**src/rtl/cbpm_pkg.sv**
```systemverilog
`default_nettype none
package cbpm_pkg;
  localparam int NumFramesDefault = 32;
  localparam int PinBitsDefault = 16;
  localparam int MaxResults = 32;

  typedef enum logic [2:0] {
    OP_READ    = 3'd0,
    OP_ALLOC   = 3'd1,
    OP_UNPIN   = 3'd2,
    OP_DISPOSE = 3'd3,
    OP_FLUSH   = 3'd4
  } op_t;

  typedef enum logic [2:0] {
    ST_OK       = 3'd0,
    ST_EXCEEDED = 3'd1,
    ST_NOTFOUND = 3'd2,
    ST_NOTPIN   = 3'd3,
    ST_PINNED   = 3'd4,
    ST_INVALID  = 3'd5
  } status_t;

  typedef enum logic [2:0] {
    CMD_NONE   = 3'd0,
    CMD_LATCH  = 3'd1,
    CMD_HIT    = 3'd2,
    CMD_UNPIN  = 3'd3,
    CMD_CLEAR  = 3'd4,
    CMD_CLAIM  = 3'd5,
    CMD_REFCLR = 3'd6
  } cmd_t;

  typedef struct packed {
    cmd_t cmd;
  } dp_ctl_t;

  typedef struct packed {
    logic       vld;
    logic       tag_eq;
    logic       file_eq;
    logic       refb;
    logic       pinned;
    logic       dirty;
  } dp_stat_t;
endpackage
`default_nettype wire

```
**src/rtl/cbpm_datapath.sv**
```systemverilog
`default_nettype none
module cbpm_datapath import cbpm_pkg::*; #(
  parameter int NUM_FRAMES = NumFramesDefault,
  parameter int PIN_BITS = PinBitsDefault,
  localparam int IW = (NUM_FRAMES > 1) ? $clog2(NUM_FRAMES) : 1
) (
  input  wire logic          clk,
  input  wire logic          rst,
  input  wire logic [IW-1:0] idx,
  input  wire logic [7:0]    file_id,
  input  wire logic [31:0]   page_num,
  input  wire logic          mark_dirty,
  input  wire dp_ctl_t       ctl,
  output dp_stat_t           stat,
  output logic [7:0]         cur_file,
  output logic [31:0]        cur_page
);
  logic [NUM_FRAMES-1:0] valid, refb, dirty;
  logic [PIN_BITS-1:0]   pin [NUM_FRAMES];
  logic [7:0]            ffile [NUM_FRAMES];
  logic [31:0]           fpage [NUM_FRAMES];

  assign cur_file = ffile[idx];
  assign cur_page = fpage[idx];
  assign stat.vld = valid[idx];
  assign stat.file_eq = valid[idx] && ffile[idx] == file_id;
  assign stat.tag_eq = stat.file_eq && fpage[idx] == page_num;
  assign stat.refb = refb[idx];
  assign stat.pinned = pin[idx] != '0;
  assign stat.dirty = dirty[idx];

  always_ff @(posedge clk) begin
    if (rst) begin
      valid <= '0;
      refb <= '0;
      dirty <= '0;
      for (int i = 0; i < NUM_FRAMES; i++) pin[i] <= '0;
    end else begin
      case (ctl.cmd)
        CMD_HIT: begin
          refb[idx] <= 1'b1;
          if (pin[idx] != '1) pin[idx] <= pin[idx] + 1'b1;
        end
        CMD_UNPIN: begin
          if (mark_dirty) dirty[idx] <= 1'b1;
          if (pin[idx] != '0) pin[idx] <= pin[idx] - 1'b1;
        end
        CMD_CLEAR: begin
          valid[idx] <= 1'b0;
          refb[idx] <= 1'b0;
          dirty[idx] <= 1'b0;
          pin[idx] <= '0;
        end
        CMD_REFCLR: refb[idx] <= 1'b0;
        CMD_CLAIM: begin
          valid[idx] <= 1'b1;
          refb[idx] <= 1'b1;
          dirty[idx] <= 1'b0;
          pin[idx] <= PIN_BITS'(1);
        end
        default: ;
      endcase
    end
  end

  always_ff @(posedge clk) begin
    if (ctl.cmd == CMD_CLAIM) begin
      ffile[idx] <= file_id;
      fpage[idx] <= page_num;
    end
  end
endmodule
`default_nettype wire

```
**src/rtl/cbpm_ctrl.sv**
```systemverilog
`default_nettype none
module cbpm_ctrl import cbpm_pkg::*; #(
  parameter int NUM_FRAMES = NumFramesDefault,
  localparam int IW = (NUM_FRAMES > 1) ? $clog2(NUM_FRAMES) : 1,
  localparam int SW = $clog2(2 * NUM_FRAMES + 1),
  localparam int RW = $clog2(MaxResults + 1)
) (
  input  wire logic        clk,
  input  wire logic        rst,
  input  wire logic        in_valid,
  output logic             in_ready,
  input  wire logic [2:0]  operation,
  output logic [2:0]       op_q,
  output logic [IW-1:0]    idx,
  output dp_ctl_t          ctl,
  input  wire dp_stat_t    stat,
  input  wire logic [7:0]  cur_file,
  input  wire logic [31:0] cur_page,
  output logic             out_valid,
  input  wire logic        out_ready,
  output logic [2:0]       status,
  output logic [4:0]       frame_index,
  output logic             hit,
  output logic             writeback,
  output logic [7:0]       writeback_file,
  output logic [31:0]      writeback_page,
  output logic             last
);
  typedef enum logic [4:0] {
    S_IDLE  = 5'b00001,
    S_LOOK  = 5'b00010,
    S_SCAN  = 5'b00100,
    S_FLUSH = 5'b01000,
    S_OUT   = 5'b10000
  } state_t;

  state_t state;
  logic [IW-1:0] hand, scan, hand_next;
  logic [SW-1:0] steps;
  logic [RW-1:0] nres;
  logic flush_done;
  logic held;

  assign in_ready = (state == S_IDLE) && !out_valid;
  assign idx = (state == S_SCAN) ? hand_next : scan;
  assign hand_next = (hand == IW'(NUM_FRAMES - 1)) ? '0 : hand + 1'b1;
  wire scan_end = scan == IW'(NUM_FRAMES - 1);

  always_comb begin
    ctl.cmd = CMD_NONE;
    case (state)
      S_LOOK:
        if (stat.tag_eq)
          case (op_q)
            OP_READ: ctl.cmd = CMD_HIT;
            OP_UNPIN: ctl.cmd = CMD_UNPIN;
            OP_DISPOSE: ctl.cmd = CMD_CLEAR;
            default: ;
          endcase
      S_SCAN:
        if (!stat.vld) ctl.cmd = CMD_CLAIM;
        else if (stat.refb) ctl.cmd = CMD_REFCLR;
        else if (!stat.pinned) ctl.cmd = CMD_CLAIM;
      S_FLUSH:
        if (!out_valid && !flush_done && stat.file_eq && !stat.pinned &&
            (!stat.dirty || (!held && nres != RW'(MaxResults))))
          ctl.cmd = CMD_CLEAR;
      default: ;
    endcase
    if (state == S_FLUSH && out_valid) ctl.cmd = CMD_NONE;
  end

  always_ff @(posedge clk) begin
    if (rst) begin
      state <= S_IDLE;
      out_valid <= 1'b0;
      hand <= IW'(NUM_FRAMES - 1);
      flush_done <= 1'b0;
      held <= 1'b0;
    end else begin
      if (out_valid && out_ready) out_valid <= 1'b0;
      case (state)
        S_IDLE:
          if (in_valid && in_ready) begin
            op_q <= operation;
            scan <= '0;
            nres <= '0;
            steps <= '0;
            held <= 1'b0;
            if (operation == OP_FLUSH) state <= S_FLUSH;
            else if (operation == OP_READ || operation == OP_ALLOC ||
                     operation == OP_UNPIN || operation == OP_DISPOSE)
              state <= S_LOOK;
          end
        S_LOOK: begin
          status <= ST_OK;
          frame_index <= 5'(scan);
          hit <= 1'b0;
          writeback <= 1'b0;
          writeback_file <= '0;
          writeback_page <= '0;
          last <= 1'b1;
          if (stat.tag_eq) begin
            state <= S_OUT;
            case (op_q)
              OP_READ: hit <= 1'b1;
              OP_ALLOC: status <= ST_INVALID;
              OP_UNPIN: if (!stat.pinned) status <= ST_NOTPIN;
              default: ;
            endcase
          end else if (scan_end) begin
            frame_index <= '0;
            case (op_q)
              OP_READ, OP_ALLOC: state <= S_SCAN;
              OP_UNPIN: begin
                status <= ST_NOTFOUND;
                state <= S_OUT;
              end
              default: begin
                status <= ST_INVALID;
                state <= S_OUT;
              end
            endcase
          end else scan <= scan + 1'b1;
        end
        S_SCAN: begin
          steps <= steps + 1'b1;
          hand <= hand_next;
          if (ctl.cmd == CMD_CLAIM) begin
            frame_index <= 5'(hand_next);
            if (stat.vld && stat.dirty) begin
              writeback <= 1'b1;
              writeback_file <= cur_file;
              writeback_page <= cur_page;
            end
            state <= S_OUT;
          end else if (steps == SW'(2 * NUM_FRAMES - 1)) begin
            status <= ST_EXCEEDED;
            state <= S_OUT;
          end
        end
        S_FLUSH:
          if (!out_valid) begin
            if (flush_done) begin
              flush_done <= 1'b0;
              if (held) begin
                last <= 1'b1;
                out_valid <= 1'b1;
                held <= 1'b0;
              end else if (nres == '0) begin
                status <= ST_OK;
                frame_index <= '0;
                hit <= 1'b0;
                writeback <= 1'b0;
                writeback_file <= '0;
                writeback_page <= '0;
                last <= 1'b1;
                out_valid <= 1'b1;
              end
              state <= S_IDLE;
            end else if (stat.file_eq && stat.pinned) begin
              if (nres == RW'(MaxResults)) flush_done <= 1'b1;
              else if (held) begin
                out_valid <= 1'b1;
                held <= 1'b0;
              end else begin
                status <= ST_PINNED;
                frame_index <= 5'(scan);
                hit <= 1'b0;
                writeback <= 1'b0;
                writeback_file <= '0;
                writeback_page <= '0;
                last <= 1'b1;
                out_valid <= 1'b1;
                state <= S_IDLE;
              end
            end else if (stat.file_eq && stat.dirty) begin
              if (nres == RW'(MaxResults)) flush_done <= 1'b1;
              else if (held) begin
                out_valid <= 1'b1;
                held <= 1'b0;
              end else begin
                status <= ST_OK;
                frame_index <= 5'(scan);
                hit <= 1'b0;
                writeback <= 1'b1;
                writeback_file <= cur_file;
                writeback_page <= cur_page;
                nres <= nres + 1'b1;
                last <= 1'b0;
                held <= 1'b1;
                if (scan_end) flush_done <= 1'b1;
                else scan <= scan + 1'b1;
              end
            end else if (scan_end) flush_done <= 1'b1;
            else scan <= scan + 1'b1;
          end
        S_OUT: begin
          out_valid <= 1'b1;
          state <= S_IDLE;
        end
        default: state <= S_IDLE;
      endcase
    end
  end
endmodule
`default_nettype wire

```
**src/rtl/clock_buffer_pool_manager_top.sv**
```systemverilog
// Clock-replacement frame table of a page buffer pool.
// Request channel: in_valid/in_ready with operation, file_id, page_num,
// mark_dirty. Result channel: out_valid/out_ready with status, frame_index,
// hit, writeback, writeback_file, writeback_page, last.
// One request is processed at a time; for a defined operation, in_ready is
// low from acceptance until the last result of that request has been accepted.
// Read, alloc, unpin and dispose walk the frame tags one frame a cycle and
// stop at the match. A miss on read or alloc then steps the clock hand one
// frame a cycle, up to 2*NUM_FRAMES steps. Each of these requests gives a
// single result.
// Flush walks the frames one a cycle while no result is pending and holds
// each writeback until the next one, a pinned frame or the end of the walk
// is found, so the final result can carry last. It ends at the first pinned
// frame of the file and gives at most MaxResults writebacks.
// When the receiver stalls, out_valid and the result hold and the walk
// waits. Undefined operation codes are accepted and dropped.
// Synchronous reset clears all frames, pins, ref and dirty bits and sets
// the hand to NUM_FRAMES-1; tags are not cleared.
`default_nettype none
module clock_buffer_pool_manager_top import cbpm_pkg::*; #(
  parameter int NUM_FRAMES = NumFramesDefault,
  parameter int PIN_BITS = PinBitsDefault
) (
  input  wire logic        clk,
  input  wire logic        rst,
  input  wire logic        in_valid,
  output logic             in_ready,
  input  wire logic [2:0]  operation,
  input  wire logic [7:0]  file_id,
  input  wire logic [31:0] page_num,
  input  wire logic        mark_dirty,
  output logic             out_valid,
  input  wire logic        out_ready,
  output logic [2:0]       status,
  output logic [4:0]       frame_index,
  output logic             hit,
  output logic             writeback,
  output logic [7:0]       writeback_file,
  output logic [31:0]      writeback_page,
  output logic             last
);
  localparam int IW = (NUM_FRAMES > 1) ? $clog2(NUM_FRAMES) : 1;
  logic [IW-1:0] idx;
  logic [2:0] op_q;
  dp_ctl_t ctl;
  dp_stat_t stat;
  logic [7:0] cur_file, fid_q;
  logic [31:0] cur_page, page_q;
  logic md_q;

  always_ff @(posedge clk) begin
    if (in_valid && in_ready) begin
      fid_q <= file_id;
      page_q <= page_num;
      md_q <= mark_dirty;
    end
  end

  cbpm_ctrl #(.NUM_FRAMES(NUM_FRAMES)) u_ctrl (
    .clk, .rst, .in_valid, .in_ready, .operation, .op_q, .idx, .ctl, .stat,
    .cur_file, .cur_page, .out_valid, .out_ready, .status, .frame_index, .hit,
    .writeback, .writeback_file, .writeback_page, .last
  );

  cbpm_datapath #(.NUM_FRAMES(NUM_FRAMES), .PIN_BITS(PIN_BITS)) u_dp (
    .clk, .rst, .idx, .file_id(fid_q), .page_num(page_q),
    .mark_dirty(md_q), .ctl, .stat, .cur_file, .cur_page
  );

  a_no_accept_busy: assert property (@(posedge clk) disable iff (rst)
    out_valid |-> !in_ready) else $error("request accepted while result pending");
  a_wb_ok: assert property (@(posedge clk) disable iff (rst)
    (out_valid && writeback) |-> (status == ST_OK)) else $error("writeback with error");
  a_hit_ok: assert property (@(posedge clk) disable iff (rst)
    (out_valid && hit) |-> (status == ST_OK && last)) else $error("bad hit result");
endmodule
`default_nettype wire
```
**config.mk**
```make
export PLATFORM = sky130hd
export DESIGN_NAME = clock_buffer_pool_manager_top
export DESIGN_NICKNAME = d
export VERILOG_FILES = /design/src/rtl/cbpm_pkg.sv /design/src/rtl/cbpm_datapath.sv /design/src/rtl/cbpm_ctrl.sv /design/src/rtl/clock_buffer_pool_manager_top.sv
export SDC_FILE = /design/constraint.sdc
export NUM_CORES = 2
export LEC_CHECK = 0
export ABC_CLOCK_PERIOD_IN_PS = 19300
export BUFFER_PORTS_ARGS = -buffer_cell sky130_fd_sc_hd__buf_2
export CORE_MARGIN = 2
export CORE_UTILIZATION = 35
export CTS_BUF_LIST = sky130_fd_sc_hd__clkbuf_8
export CTS_CLUSTER_SIZE = 14
export DETAILED_ROUTE_END_ITERATION = 7
export MAX_ROUTING_LAYER = met4
export PLACE_DENSITY = 0.56
export SLEW_MARGIN = 20
export SYNTH_ARGS = -nofsm -noshare
export SYNTH_HDL_FRONTEND = slang
export SYNTH_HIERARCHICAL = 1
export SYNTH_SLANG_ARGS = --single-unit
```
**constraint.sdc**
```tcl
create_clock -name clk -period 19.3 [get_ports clk]
set_clock_uncertainty 0.2 [all_clocks]
set_input_delay 2.895 -clock clk [delete_from_list [all_inputs] [get_ports clk]]
set_output_delay 2.895 -clock clk [all_outputs]
set_load 0.02 [all_outputs]
```
==> results.py <==
metrics = {
    "status": {
        "status": "finished, final reports clean",
    },
    "power_and_ir_drop": {
        "pwr-share-comb": 0.190,
        "ir_drop_mv": 0.134,
        "p_leak_nw": 31.3,
        "p_per_area_mw_per_mm2": 115,
        "power_frac_seq": 0.481,
        "p_switching_mw": 3.19,
        "intPower_mw": 7.47,
        "p_clk_frac": 0.330,
        "swShare": 0.300,
    },
    "clock_tree": {
        "cts.path.max_buffers": 4,
        "cts_tree": "done",
        "cts_max_level": 5,
        "hold_buffers": 0,
        "cts_setup_buffers": 0,
        "clk_pin_slew_worst_paths_ps": 60,
        "cts_sinks": 2014,
        "cts_buffers": 340,
        "clk_latency_ps": 1050,
        "postCtsResizedCells": 0,
        "cts_root_buf": "clkbuf_8",
    },
    "sta": {
        "slew_viol_final": 0,
        "clock.fmax_mhz": 76.9,
        "hold_viol": 0,
        "setup_violations": 0,
        "worst_slew_pin_slew_ps": 1180,
        "slew_headroom": 0.211,
        "tns_ps": 0,
        "finalCriticalPeriod_ps": 13000,
        "rsz0062_at_grt": "no",
        "period_share": 0.673,
    },
    "yosys": {
        "synth_fp_nets": 4867,
        "synth_warnings": 6,
        "seq_area_frac_synth": 0.719,
        "ys_top_cells_by_area": "edfxtp_1, mux4_2, mux2i_1",
        "ys.flop_type": "edfxtp_1",
        "syn_area_mm2": 0.0826,
        "syn_inst": 4797,
        "synth_cell_types": 72,
        "synth_top_cell_by_area": "edfxtp_1",
        "async_flop_share": 0,
        "synth-edff-count": 1905,
        "ys_ff_latch": 2014,
        "avgSynthCellArea_um2": 17.2,
        "synth_top_area_share": 0.693,
    },
    "routing": {
        "avgViaCountPerCell": 5.76,
        "antenna_left": 0,
        "dr.pass1.iters": 6,
        "drcViolationCount": 0,
        "drt_iter0_markers": 6300,
        "drt_wl_total_um": 258000,
        "wl_per_cell_um": 30.6,
        "vias": 48500,
    },
    "critical_path": {
        "r2r-start": "u_ctrl/state[4]$_SDFFE_PP0P_",
        "startpoint_type": "flip-flop",
        "end_kind": "flip-flop",
        "crit_arrival_ps": 13510,
        "critPathTopFamily": "simple AND/OR/NAND/NOR gates",
        "r2r_slack_ps": 6300,
        "crit_type": "reg2reg",
        "crit_path_top_delay_cell": "buf_4",
        "cp.required_ps": 19810,
        "path_buf_inv": 3,
        "reg2reg_depth": 30,
        "crit_fanout": 38,
        "r2r_end": "u_dp/pin[12][15]$_SDFFCE_PN0P_",
        "max_stage_delay_ps": 720,
    },
    "global_route": {
        "grt_pass1_vias": 47500,
        "grt_pass1_wl_um": 360000,
        "antenna_found_initial": 21,
        "grt_max_degree": 321,
        "grt_use_total": 0.217,
        "grt-ovfl-total": 0,
    },
    "cells_and_area": {
        "layout.nets": 5099,
        "seqCellArea_mm2": 0.0594,
        "fillers": 21400,
        "final_cell_mix": "edfxtp_1, clkbuf_8, mux4_2",
        "drive_above_1_share": 0.212,
        "final_common_cell": "edfxtp_1",
        "multi_input_area_mm2": 0.0214,
        "utilization": 0.396,
        "final_cell_area_mm2": 0.0930,
        "areaGrowthSynthToFinish_pct": 12.6,
    },
    "floorplanning": {
        "start_util": 0.351,
        "dieArea_mm2": 0.240,
        "std_cell_rows": 178,
        "dieWidth_um": 490,
        "ios": 101,
        "core_mm2": 0.235,
        "die_y_um": 490,
    },
    "job": {
        "maxCapViolations": 0,
    },
    "placement": {
        "place_area_mm2": 0.0869,
        "io_buffers": 100,
        "gp_congestion": 0.876,
        "hpwlAfterDp_um": 139000,
    },
    "hold_path": {
        "whs_path_depth": 2,
        "hold_class": "reg2reg",
    },
}
## synthesized netlist by cell type, drive strengths merged (20+ instances only)
cell type	count
nand4	62
inv	36
mux2i	261
a21oi	127
xnor2	52
nor4	203
ha	21
mux4	344
and2	87
a211oi	33
nor3	20
nand3	24
nor2	154
o22ai	136
a22oi	170
clkbuf	240
buf	159
edfxtp	1905
dfxtp	109
o21ai	59
nand2	125
and3	325
## layer usage
layer,up-vias,GRT usage,share of wire,wire (um)
li1,20000,-,-,-
met1,25700,0.295,0.42,107000
met2,2433,0.335,0.47,122000
met3,468,0.0359,0.082,21200
met4,0,0.0647,0.029,7550
met5,-,-,0,0
## worst reg2reg max path: cells and delay by family (launching register included)
family / cells / cell delay, ps
mux: 1 / 630
fa+ha+maj: 1 / 470
xor+xnor: 2 / 610
simple gates: 13 / 5280
buf+inv: 3 / 1940
flops: 1 / 370
compound gates: 10 / 3190
## layout make-up
class / instances / share of cell area
multi-input combinational: 2348 / 0.231
clock buffer: 363 / 0.0537
timing repair buffer: 289 / 0.0217
sequential: 2014 / 0.639
clock inverter: 217 / 0.0112
tap: 3150 / 0.0424
antenna: 6 / 0.000161
inverter: 36 / 0.00176
## power groups by stage
| stage | Clock [mW] | Sequential, mW | Combinational (mW) |
|---|---|---|---|
| after floorplan | 0 | 5.21 | 1.22 |
| after global placement | 0 | 5.21 | 1.99 |
| after detailed placement | 0 | 5.22 | 2.00 |
| after CTS | 3.58 | 5.13 | 2.01 |
| after global routing | 3.76 | 5.14 | 2.11 |
| final | 3.51 | 5.13 | 2.02 |
## metrics by stage
step / hold slack [ps] / setup slack (ps) / std cells / power (mW)
after floorplan: 244 / 10750 / 4797 / 6.42
after global placement: 255 / 6580 / 7836 / 7.20
after detailed placement: 262 / 6490 / 7836 / 7.22
after CTS: 272 / 6440 / 8416 / 10.7
after global routing: 287 / 5560 / 8422 / 11.0
final: 274 / 6300 / 8423 / 10.7
## worst max path at each step
stage | start | end | slack [ps] | cells past startpoint
2_1_floorplan | u_ctrl/state[4]$_SDFFE_PP0P_ | u_ctrl/writeback$_DFFE_PP_ | 10750 | 24
3_3_place_gp | u_ctrl/state[4]$_SDFFE_PP0P_ | u_dp/pin[11][15]$_SDFFCE_PN0P_ | 6580 | 30
3_5_place_dp | u_ctrl/state[4]$_SDFFE_PP0P_ | u_dp/pin[12][15]$_SDFFCE_PN0P_ | 6490 | 30
4_1_cts | u_ctrl/state[4]$_SDFFE_PP0P_ | u_dp/pin[23][15]$_SDFFCE_PN0P_ | 6440 | 30
5_1_grt | u_ctrl/state[4]$_SDFFE_PP0P_ | u_dp/pin[0][15]$_SDFFCE_PN0P_ | 5560 | 30
6_report | u_ctrl/state[4]$_SDFFE_PP0P_ | u_dp/pin[12][15]$_SDFFCE_PN0P_ | 6300 | 30
## cells by family after synthesis
family | after synthesis | share of synthesized area
AOI/OAI and AO/OA | 588 | 0.0466
xor gates and xnor gates | 63 | 0.00668
adders and majority gates | 22 | 0.00342
buffers and inverters | 435 | 0.0250
DFF | 2014 | 0.719
muxes | 606 | 0.126
and+or+nand+nor | 1069 | 0.0736
## sequential cells by signal, summed over array words and instances, names as in the netlist, 3 cells and up, named ones only
register               cells
u_ctrl/status              3
u_dp/pin                 512
u_ctrl/scan                5
u_ctrl/writeback_file      8
u_ctrl/frame_index         5
u_ctrl/nres                6
u_ctrl/state               5
fid_q                      8
u_ctrl/steps               7
u_dp/fpage              1024
u_ctrl/op_q                3
u_ctrl/hand                5
u_dp/ffile               256
u_ctrl/writeback_page     32
page_q                    32
No activity file was read; power rests on OpenSTA's default activity.
